<file path="src/hw/rtl/scap_pkg.sv">
// Shared types and constants for the calibrated servo angle-to-pulse block.
// Depends on nothing; every other file refers to it by scoped names.
package scap_pkg;

  typedef enum logic [1:0] {
    CMD_SET_CAL   = 2'd0,
    CMD_SET_PULSE = 2'd1,
    CMD_SET_ANGLE = 2'd2,
    CMD_CENTER    = 2'd3
  } cmd_t;

  typedef struct packed {
    logic [15:0] min_us;
    logic [15:0] center_us;
    logic [15:0] max_us;
    logic        reversed;
  } cal_entry_t;

  // Status of the angle interpolation unit, seen by the sequencer.
  typedef struct packed {
    logic busy;
    logic done;
  } ang_stat_t;

  localparam logic [15:0] PULSE_FLOOR_US  = 16'd500;
  localparam logic [15:0] PULSE_CEIL_US   = 16'd2500;
  localparam logic [15:0] RESET_CENTER_US = 16'd1500;

  localparam cal_entry_t CAL_RESET = '{
    min_us:    PULSE_FLOOR_US,
    center_us: RESET_CENTER_US,
    max_us:    PULSE_CEIL_US,
    reversed:  1'b0
  };

  localparam logic [14:0] ANGLE_FULL_CD = 15'd18000;
  localparam logic [14:0] ANGLE_HALF_CD = 15'd9000;

  // floor(2^32 / 9000); the quotient estimate is low by at most one.
  localparam int          RECIP_SHIFT = 32;
  localparam logic [18:0] RECIP_HALF  = 19'd477218;

endpackage

</file>
<file path="src/hw/rtl/servo_angle_to_pulse_calibrated.sv">
// Top level of the calibrated servo angle-to-pulse block.
// Depends on scap_pkg, scap_cal_mem and scap_angle_calc.

// The block keeps one calibration entry per servo (minimum, center and maximum
// pulse in microseconds plus a reversed-direction flag) in a small synchronous
// memory and turns each command transaction into PWM compare updates on the
// result channel. Set calibration writes the entry and produces no result;
// set pulse and set angle produce one result with last high; all-to-center
// produces NUM_SERVOS results, channel 0 first, with last high on the final
// one. An id at or above NUM_SERVOS is dropped silently. Entries that were
// never written read as 500/1500/2500 us, not reversed, from reset on, so no
// clearing pass is needed. The block works on one command at a time: set
// calibration and dropped commands finish at acceptance, set pulse passes
// through the fetch and emit states to a valid result, set angle also waits
// in the calculation state while the interpolation runs through a six-step
// multiply-and-divide unit, and all-to-center passes through fetch and emit
// once per servo, using the single memory read port feeding one result
// register. A full result register that is not taken holds the sequencer until out_ready rises.
module servo_angle_to_pulse_calibrated #(
  parameter int NUM_SERVOS = 5
) (
  input  logic               clk,
  input  logic               rst_n,

  input  logic               in_valid,
  output logic               in_ready,
  input  logic [1:0]         in_cmd,
  input  logic [7:0]         in_servo_id,
  input  logic signed [16:0] in_angle_centideg,
  input  logic [15:0]        in_pulse_us,
  input  logic [15:0]        in_cal_min_us,
  input  logic [15:0]        in_cal_center_us,
  input  logic [15:0]        in_cal_max_us,
  input  logic               in_dir_negative,

  output logic               out_valid,
  input  logic               out_ready,
  output logic [3:0]         out_channel,
  output logic [15:0]        out_compare_us,
  output logic               out_last
);

  localparam int AW = (NUM_SERVOS > 1) ? $clog2(NUM_SERVOS) : 1;

  typedef enum logic [3:0] {
    S_IDLE  = 4'b0001,
    S_FETCH = 4'b0010,
    S_CALC  = 4'b0100,
    S_EMIT  = 4'b1000
  } state_t;

  // Clamp to the absolute servo range, then to the calibrated range with
  // the bounds put in order first.
  function automatic logic [15:0] limit_pulse(input logic [15:0] p_in,
                                              input logic [15:0] lo_in,
                                              input logic [15:0] hi_in);
    logic [15:0] p;
    logic [15:0] lo;
    logic [15:0] hi;
    p  = p_in;
    lo = lo_in;
    hi = hi_in;
    if (p < scap_pkg::PULSE_FLOOR_US) p = scap_pkg::PULSE_FLOOR_US;
    if (p > scap_pkg::PULSE_CEIL_US)  p = scap_pkg::PULSE_CEIL_US;
    if (lo > hi) begin
      lo = hi_in;
      hi = lo_in;
    end
    if (p < lo) p = lo;
    if (p > hi) p = hi;
    return p;
  endfunction

  state_t               state_r, state_nxt;
  scap_pkg::cmd_t       cmd_r, cmd_nxt;
  logic [AW-1:0]        idx_r, idx_nxt;
  logic signed [16:0]   angle_r;
  logic [15:0]          pulse_in_r;
  logic [15:0]          pulse_r, pulse_nxt;

  logic                 out_valid_r, out_valid_nxt;
  logic [3:0]           out_channel_r;
  logic [15:0]          out_compare_us_r;
  logic                 out_last_r;

  scap_pkg::cmd_t       cmd_in;
  logic                 in_fire;
  logic                 id_ok;
  logic                 last_idx;
  logic                 out_load;

  logic                 wr_en;
  scap_pkg::cal_entry_t wr_data;
  logic                 rd_en;
  logic [AW-1:0]        rd_addr;
  scap_pkg::cal_entry_t rd_data;

  logic                 ang_start;
  scap_pkg::ang_stat_t  ang_stat;
  logic [15:0]          ang_pulse;

  assign cmd_in   = scap_pkg::cmd_t'(in_cmd);
  assign in_ready = (state_r == S_IDLE);
  assign in_fire  = in_valid && in_ready;
  assign id_ok    = (in_servo_id < 8'(NUM_SERVOS));
  assign last_idx = (idx_r == AW'(NUM_SERVOS - 1));
  assign out_load = (state_r == S_EMIT) && (!out_valid_r || out_ready);

  // Calibration writes happen at acceptance. Commands run one at a time, so
  // a read of an entry always comes at a later edge than its write and the
  // memory needs no forwarding path.
  assign wr_en   = in_fire && (cmd_in == scap_pkg::CMD_SET_CAL) && id_ok;
  assign wr_data = '{
    min_us:    in_cal_min_us,
    center_us: in_cal_center_us,
    max_us:    in_cal_max_us,
    reversed:  in_dir_negative
  };

  assign ang_start = (state_r == S_FETCH) && (cmd_r == scap_pkg::CMD_SET_ANGLE);

  always_comb begin
    state_nxt     = state_r;
    cmd_nxt       = cmd_r;
    idx_nxt       = idx_r;
    pulse_nxt     = pulse_r;
    rd_en         = 1'b0;
    rd_addr       = idx_r;
    out_valid_nxt = out_valid_r && !out_ready;
    if (out_load) begin
      out_valid_nxt = 1'b1;
    end

    unique case (state_r)
      S_IDLE: begin
        if (in_fire) begin
          cmd_nxt = cmd_in;
          if (cmd_in == scap_pkg::CMD_CENTER) begin
            idx_nxt   = '0;
            rd_en     = 1'b1;
            rd_addr   = '0;
            state_nxt = S_FETCH;
          end else if (cmd_in != scap_pkg::CMD_SET_CAL && id_ok) begin
            idx_nxt   = in_servo_id[AW-1:0];
            rd_en     = 1'b1;
            rd_addr   = in_servo_id[AW-1:0];
            state_nxt = S_FETCH;
          end
        end
      end
      S_FETCH: begin
        if (cmd_r == scap_pkg::CMD_SET_ANGLE) begin
          state_nxt = S_CALC;
        end else begin
          pulse_nxt = (cmd_r == scap_pkg::CMD_SET_PULSE) ? pulse_in_r
                                                         : rd_data.center_us;
          state_nxt = S_EMIT;
        end
      end
      S_CALC: begin
        if (ang_stat.done) begin
          pulse_nxt = ang_pulse;
          state_nxt = S_EMIT;
        end
      end
      S_EMIT: begin
        if (out_load) begin
          if (cmd_r == scap_pkg::CMD_CENTER && !last_idx) begin
            idx_nxt   = idx_r + AW'(1);
            rd_en     = 1'b1;
            rd_addr   = idx_r + AW'(1);
            state_nxt = S_FETCH;
          end else begin
            state_nxt = S_IDLE;
          end
        end
      end
      default: state_nxt = S_IDLE;
    endcase
  end

  always_ff @(posedge clk) begin
    if (!rst_n) begin
      state_r     <= S_IDLE;
      out_valid_r <= 1'b0;
    end else begin
      state_r     <= state_nxt;
      out_valid_r <= out_valid_nxt;
    end
  end

  // Payload registers carry no reset.
  always_ff @(posedge clk) begin
    cmd_r   <= cmd_nxt;
    idx_r   <= idx_nxt;
    pulse_r <= pulse_nxt;
    if (in_fire) begin
      angle_r    <= in_angle_centideg;
      pulse_in_r <= in_pulse_us;
    end
    if (out_load) begin
      out_channel_r    <= 4'(idx_r);
      out_compare_us_r <= limit_pulse(pulse_r, rd_data.min_us, rd_data.max_us);
      out_last_r       <= (cmd_r != scap_pkg::CMD_CENTER) || last_idx;
    end
  end

  scap_cal_mem #(
    .DEPTH (NUM_SERVOS),
    .AW    (AW)
  ) u_cal_mem (
    .clk     (clk),
    .rst_n   (rst_n),
    .wr_en   (wr_en),
    .wr_addr (in_servo_id[AW-1:0]),
    .wr_data (wr_data),
    .rd_en   (rd_en),
    .rd_addr (rd_addr),
    .rd_data (rd_data)
  );

  scap_angle_calc u_angle_calc (
    .clk            (clk),
    .rst_n          (rst_n),
    .start          (ang_start),
    .angle_centideg (angle_r),
    .cal            (rd_data),
    .stat           (ang_stat),
    .pulse_us       (ang_pulse)
  );

  assign out_valid      = out_valid_r;
  assign out_channel    = out_channel_r;
  assign out_compare_us = out_compare_us_r;
  assign out_last       = out_last_r;

  // The interpolation result is only expected while the sequencer waits on it.
  a_done_in_calc: assert property (@(posedge clk) disable iff (!rst_n)
    ang_stat.done |-> (state_r == S_CALC))
    else $error("angle result outside of the calculation wait");

  // A new transaction is never taken while the interpolation unit is busy.
  a_idle_unit_on_accept: assert property (@(posedge clk) disable iff (!rst_n)
    in_fire |-> !ang_stat.busy)
    else $error("transaction accepted while the angle unit is busy");

  // Every memory read is followed by the fetch state that consumes it.
  a_read_then_fetch: assert property (@(posedge clk) disable iff (!rst_n)
    rd_en |=> (state_r == S_FETCH))
    else $error("memory read data not consumed in the fetch state");

  // A result loaded in the emit state shows up on the result channel.
  a_emit_loads_output: assert property (@(posedge clk) disable iff (!rst_n)
    out_load |=> out_valid_r)
    else $error("emit step did not fill the result register");

endmodule

</file>
<file path="src/hw/rtl/scap_cal_mem.sv">
// Calibration memory: one synchronous write port, one registered read port.
// Per-entry valid bits make unwritten entries read as the reset calibration.
// Depends on scap_pkg.
module scap_cal_mem #(
  parameter int DEPTH = 5,
  parameter int AW    = 3
) (
  input  logic                  clk,
  input  logic                  rst_n,
  input  logic                  wr_en,
  input  logic [AW-1:0]         wr_addr,
  input  scap_pkg::cal_entry_t  wr_data,
  input  logic                  rd_en,
  input  logic [AW-1:0]         rd_addr,
  output scap_pkg::cal_entry_t  rd_data
);

  scap_pkg::cal_entry_t mem [DEPTH];
  logic [DEPTH-1:0]     vld_r;
  scap_pkg::cal_entry_t rd_q_r;
  logic                 rd_vld_r;

  always_ff @(posedge clk) begin
    if (wr_en) begin
      mem[wr_addr] <= wr_data;
    end
    if (rd_en) begin
      rd_q_r <= mem[rd_addr];
    end
  end

  always_ff @(posedge clk) begin
    if (!rst_n) begin
      vld_r    <= '0;
      rd_vld_r <= 1'b0;
    end else begin
      if (wr_en) begin
        vld_r[wr_addr] <= 1'b1;
      end
      if (rd_en) begin
        rd_vld_r <= vld_r[rd_addr];
      end
    end
  end

  assign rd_data = rd_vld_r ? rd_q_r : scap_pkg::CAL_RESET;

endmodule

</file>
<file path="src/hw/rtl/scap_angle_calc.sv">
// Piecewise-linear angle-to-pulse interpolation, six registered steps.
// Divides by 9000 through a reciprocal multiply with one correction step.
// Depends on scap_pkg.
module scap_angle_calc (
  input  logic                  clk,
  input  logic                  rst_n,
  input  logic                  start,
  input  logic signed [16:0]    angle_centideg,
  input  scap_pkg::cal_entry_t  cal,
  output scap_pkg::ang_stat_t   stat,
  output logic [15:0]           pulse_us
);

  logic [5:0]  vld_r;

  logic [14:0] a_cl;
  logic [15:0] d_s;
  logic [15:0] d_abs;
  logic [16:0] span;
  logic [16:0] span_abs;

  logic [15:0] span_mag_r;
  logic [13:0] d_mag_r;
  logic        neg_r;
  logic [15:0] center_r;
  logic [29:0] m_r;
  logic [29:0] m2_r;
  logic [29:0] m3_r;
  logic [15:0] q0_r;
  logic [15:0] q0b_r;
  logic [29:0] qm_r;
  logic [15:0] q_r;
  logic [15:0] res_r;

  logic [48:0] qp;
  logic [29:0] rem;
  logic [17:0] sum;

  // Step 0: clamp, center and mirror the angle, pick the half-span.
  always_comb begin
    if (angle_centideg[16]) begin
      a_cl = '0;
    end else if (angle_centideg[15:0] > {1'b0, scap_pkg::ANGLE_FULL_CD}) begin
      a_cl = scap_pkg::ANGLE_FULL_CD;
    end else begin
      a_cl = angle_centideg[14:0];
    end
    d_s = {1'b0, a_cl} - {1'b0, scap_pkg::ANGLE_HALF_CD};
    if (cal.reversed) begin
      d_s = -d_s;
    end
    d_abs = d_s[15] ? -d_s : d_s;
    if (d_s[15]) begin
      span = {1'b0, cal.center_us} - {1'b0, cal.min_us};
    end else begin
      span = {1'b0, cal.max_us} - {1'b0, cal.center_us};
    end
    span_abs = span[16] ? -span : span;
  end

  assign qp  = 49'(m2_r) * 49'(scap_pkg::RECIP_HALF);
  assign rem = m3_r - qm_r;
  assign sum = neg_r ? ({2'b00, center_r} - {2'b00, q_r})
                     : ({2'b00, center_r} + {2'b00, q_r});

  always_ff @(posedge clk) begin
    if (start) begin
      span_mag_r <= span_abs[15:0];
      d_mag_r    <= d_abs[13:0];
      neg_r      <= span[16] ^ d_s[15];
      center_r   <= cal.center_us;
    end
    if (vld_r[0]) begin
      m_r <= 30'(span_mag_r) * 30'(d_mag_r);
    end
    if (vld_r[1]) begin
      m2_r <= m_r;
    end
    if (vld_r[2]) begin
      q0_r <= qp[scap_pkg::RECIP_SHIFT +: 16];
      m3_r <= m2_r;
    end
    if (vld_r[3]) begin
      qm_r  <= 30'(q0_r) * 30'(scap_pkg::ANGLE_HALF_CD);
      q0b_r <= q0_r;
    end
    if (vld_r[4]) begin
      q_r <= (rem >= 30'(scap_pkg::ANGLE_HALF_CD)) ? q0b_r + 16'd1 : q0b_r;
    end
    if (vld_r[5]) begin
      res_r <= sum[17] ? 16'd0 : sum[15:0];
    end
  end

  // One valid bit per step; the result register loads on the last one.
  logic done_r;

  always_ff @(posedge clk) begin
    if (!rst_n) begin
      vld_r  <= '0;
      done_r <= 1'b0;
    end else begin
      vld_r  <= {vld_r[4:0], start};
      done_r <= vld_r[5];
    end
  end

  assign stat.busy = |vld_r;
  assign stat.done = done_r;
  assign pulse_us  = res_r;

endmodule
</file>
<file path="config.mk">
export PLATFORM = sky130hd
export DESIGN_NAME = servo_angle_to_pulse_calibrated
export DESIGN_NICKNAME = d
export VERILOG_FILES = /design/src/hw/rtl/scap_pkg.sv /design/src/hw/rtl/servo_angle_to_pulse_calibrated.sv /design/src/hw/rtl/scap_cal_mem.sv /design/src/hw/rtl/scap_angle_calc.sv
export SDC_FILE = /design/constraint.sdc
export NUM_CORES = 2
export LEC_CHECK = 0
export BUFFER_PORTS_ARGS = -buffer_cell sky130_fd_sc_hd__buf_2
export CAP_MARGIN = 5
export CORE_AREA = 5 5 415 417
export CTS_CLUSTER_SIZE = 24
export DETAILED_ROUTE_END_ITERATION = 12
export DIE_AREA = 0 0 420 422
export MAX_ROUTING_LAYER = met4
export PLACE_DENSITY = 0.48
export SLEW_MARGIN = 30
export SYNTH_ARGS = -nofsm -noshare
export SYNTH_HDL_FRONTEND = slang
export SYNTH_HIERARCHICAL = 1
export SYNTH_SLANG_ARGS = --single-unit
</file>
<file path="constraint.sdc">
create_clock -name clk -period 8 [get_ports clk]
set_clock_uncertainty 0.2 [all_clocks]
set_input_delay 1.2 -clock clk [delete_from_list [all_inputs] [get_ports clk]]
set_output_delay 1.2 -clock clk [all_outputs]
set_load 0.05 [all_outputs]
</file>
==> run_results.csv <==
group,metric,value,unit
detailed_routing,avgRoutedWirePerCell,17.40,um
power,p_leak,20.96,nW
timing,layout_setup_ws,0.6882,ns
power,power_per_cell_area,182.5,nW/um^2
floorplan,core.rowCount,151,
timing,rsz0062_at_grt,"no",
place,dp_slack,0.4340,ns
power,power_frac_comb,23.2,%
timing,setup_tns,0,ns
place,globalplace.congestion,0.8581,
worst_setup_path,cp.arrival,7.53,ns
layout,layout.nets,4968,
power,sequentialPowerShare,40.2,%
clock_network,tritoncts,"built",
timing,slew_viol_final,0,
clock_network,path_clk_slew,0.06,ns
place,place_hpwl,83260,um
worst_setup_path,startpoint_type,"flop",
layout,fillCellCount,17149,
detailed_routing,num_vias,28990,
clock_network,cts_inserted_buffers,72,
outcome,status,"complete, no violations",
timing,setup_violations,0,
floorplan,fp.dieH,422,um
layout,synthToLayoutAreaGrowth,13.20,%
clock_network,cts.path.max_buffers,3,
job,maxCapViolCount,0,
timing,max_freq,136.8,MHz
detailed_routing,drtIter0Drc,1403,
detailed_routing,wirelength,110900,um
floorplan,start_util,26.73,%
worst_setup_path,required,8.22,ns
worst_setup_path,end_kind,"flop",
detailed_routing,ant_nets,0,
hold_path,hold_path_class,"reg -> reg",
timing,whs,0.2105,ns
logic_synthesis,synth_cells,3944,
power,power_switching,2.723,mW
layout,drive_gt1_share,8.233,%
place,port_buffers,117,
logic_synthesis,syn_area_per_cell,11.41,um^2
detailed_routing,first_pass_iters,6,
timing,relSlewSlack,38.98,%
timing,worstMarginPinSlew,0.9143,ns
timing,hold_viol,0,
clock_network,clkSinkCount,609,
power,clockPowerShare,36.7,%
detailed_routing,vias_per_cell,4.547,
clock_network,clockRootBuffer,"clkbuf_16",
power,p_total,9.299,mW
power,peakVddDrop,0.1652,mV
worst_setup_path,path_class,"reg -> reg",
floorplan,die_w,420,um
grt,grtUsageTotal,12.86,%
grt,grt_pass1_vias,29796,
timing,fin_crit_sh,91.40,%
grt,overflow,0,
power,p_int,6.576,mW
floorplan,core_area,168300,um^2
floorplan,dieArea,177200,um^2
logic_synthesis,yosysWarnings,6,
power,swShare,29.28,%
worst_setup_path,crit_fanout,5,
grt,antenna_found_initial,17,
grt,grt_pass1_wl,174000,um
clock_network,h-tree-depth,3,
floorplan,io_pins,119,
timing,finalCriticalPeriod,7.312,ns
clock_network,clk-insertion-delay-late,0.70,ns
detailed_routing,drc_errors,0,
logic_synthesis,synth_area,45000,um^2
grt,grt_max_degree,59,
[layer usage]
metal  routed length, um  GRT usage (%)  vias up
li1                    -              -    14093
met1               52400          17.13    14274
met2               51860          20.59      497
met3                4427          2.108      126
met4                2248          2.968        0
met5                   0              -        -
[area by class of cell]
class | instances | area, um^2 | area share (%)
repair buffers | 171 | 1016 | 1.994
clock inverters | 35 | 516.7 | 1.014
well taps | 2218 | 2775 | 5.448
inverters | 520 | 1952 | 3.832
flip-flops and latches | 609 | 18080 | 35.50
multi-input cells | 2709 | 24600 | 48.29
diodes | 16 | 40.04 | 0.07860
clock buffers | 98 | 1962 | 3.851
[final timing paths]
kind | from | endpoint | slack (ns) | cells after the start
max | u_angle_calc/m2_r[10] | u_angle_calc/q0_r[15] | 0.69 | 22
min | u_angle_calc/m_r[22] | u_angle_calc/m2_r[22] | 0.21 | 0
min reg2reg | u_angle_calc/m_r[22] | u_angle_calc/m2_r[22] | 0.21 | 0
max reg2reg | u_angle_calc/m2_r[10] | u_angle_calc/q0_r[15] | 0.69 | 22
[worst max-delay path, cell delays in order (launching register included)]
cell	delay [ns]
edfxtp_1	0.53
inv_1	0.22
fa_1	0.57
inv_1	0.05
fa_1	0.53
fa_1	0.45
fa_1	0.55
fa_1	0.43
ha_1	0.31
ha_1	0.29
a21o_1	0.11
a21oi_1	0.06
o21ai_0	0.30
a211oi_1	0.10
a2111oi_1	0.67
o21ai_0	0.27
a31oi_1	0.36
o21ai_0	0.17
a2111oi_0	0.42
buf_4	0.19
o21a_1	0.13
nor2_1	0.05
xnor2_1	0.11
[layout by cell type (no fill, tap or decap), drive strengths merged, types with 11 or more instances in the layout]
master,instances
edfxtp,588
inv,526
ha,468
nand2,395
fa,321
a21oi,175
buf,171
nor2,169
and2,157
o21ai,133
xnor2,120
clkbuf,98
nor3,67
a21o,52
mux4,49
nand2b,47
nand3,46
xor2,44
mux2i,42
o21a,26
a211oi,26
nor2b,25
o21bai,24
nand4,23
dfxtp,21
and3,19
clkinv,19
nor4,18
or2,18
o31ai,17
o211ai,17
diode,16
a31oi,16
or3,15
o31a,11
or4,11
[through the flow]
step | utilization (%) | area, um^2 | instances
after detailed placement | 28.77 | 48420 | 6227
after floorplan | - | 45030 | 3948
final | 30.26 | 50940 | 6376
after global routing | 30.26 | 50940 | 6375
after CTS | 30.24 | 50900 | 6360
after global placement | 28.76 | 48420 | 6227
[power groups by stage]
stage               combinational (mW)  sequential [mW]  clock (mW)
floorplan                         1.64             3.76           0
global placement                  2.14             3.81           0
detailed placement                2.15             3.81           0
CTS                               2.17             3.74        3.53
global route                      2.44             3.74        3.67
finish                            2.15             3.74        3.41
[sequential cells by signal, summed over array words and instances, names as in the netlist, 2 cells and up]
| name | flops |
|---|---|
| u_cal_mem/mem | 245 |
| u_angle_calc/m2_r | 30 |
| out_channel | 3 |
| u_angle_calc/pulse_us | 16 |
| u_cal_mem/vld_r | 5 |
| angle_r | 17 |
| u_angle_calc/q0b_r | 16 |
| u_angle_calc/q0_r | 16 |
| cmd_r | 2 |
| u_angle_calc/qm_r | 25 |
| u_angle_calc/d_mag_r | 14 |
| u_angle_calc/center_r | 16 |
| u_angle_calc/vld_r | 6 |
| u_angle_calc/m_r | 30 |
| idx_r | 3 |
| pulse_in_r | 16 |
| pulse_r | 16 |
| u_angle_calc/m3_r | 27 |
| u_angle_calc/span_mag_r | 16 |
| state_r | 4 |
| u_angle_calc/q_r | 16 |
| out_compare_us | 16 |
| u_cal_mem/rd_q_r | 49 |
[repair_timing]
item	4_1_cts	5_1_grt
setup endpoints to repair	0	1
gates resized for setup	0	1
hold buffers	0	0
buffers inserted	0	0
(Power assumes the default switching activity.)
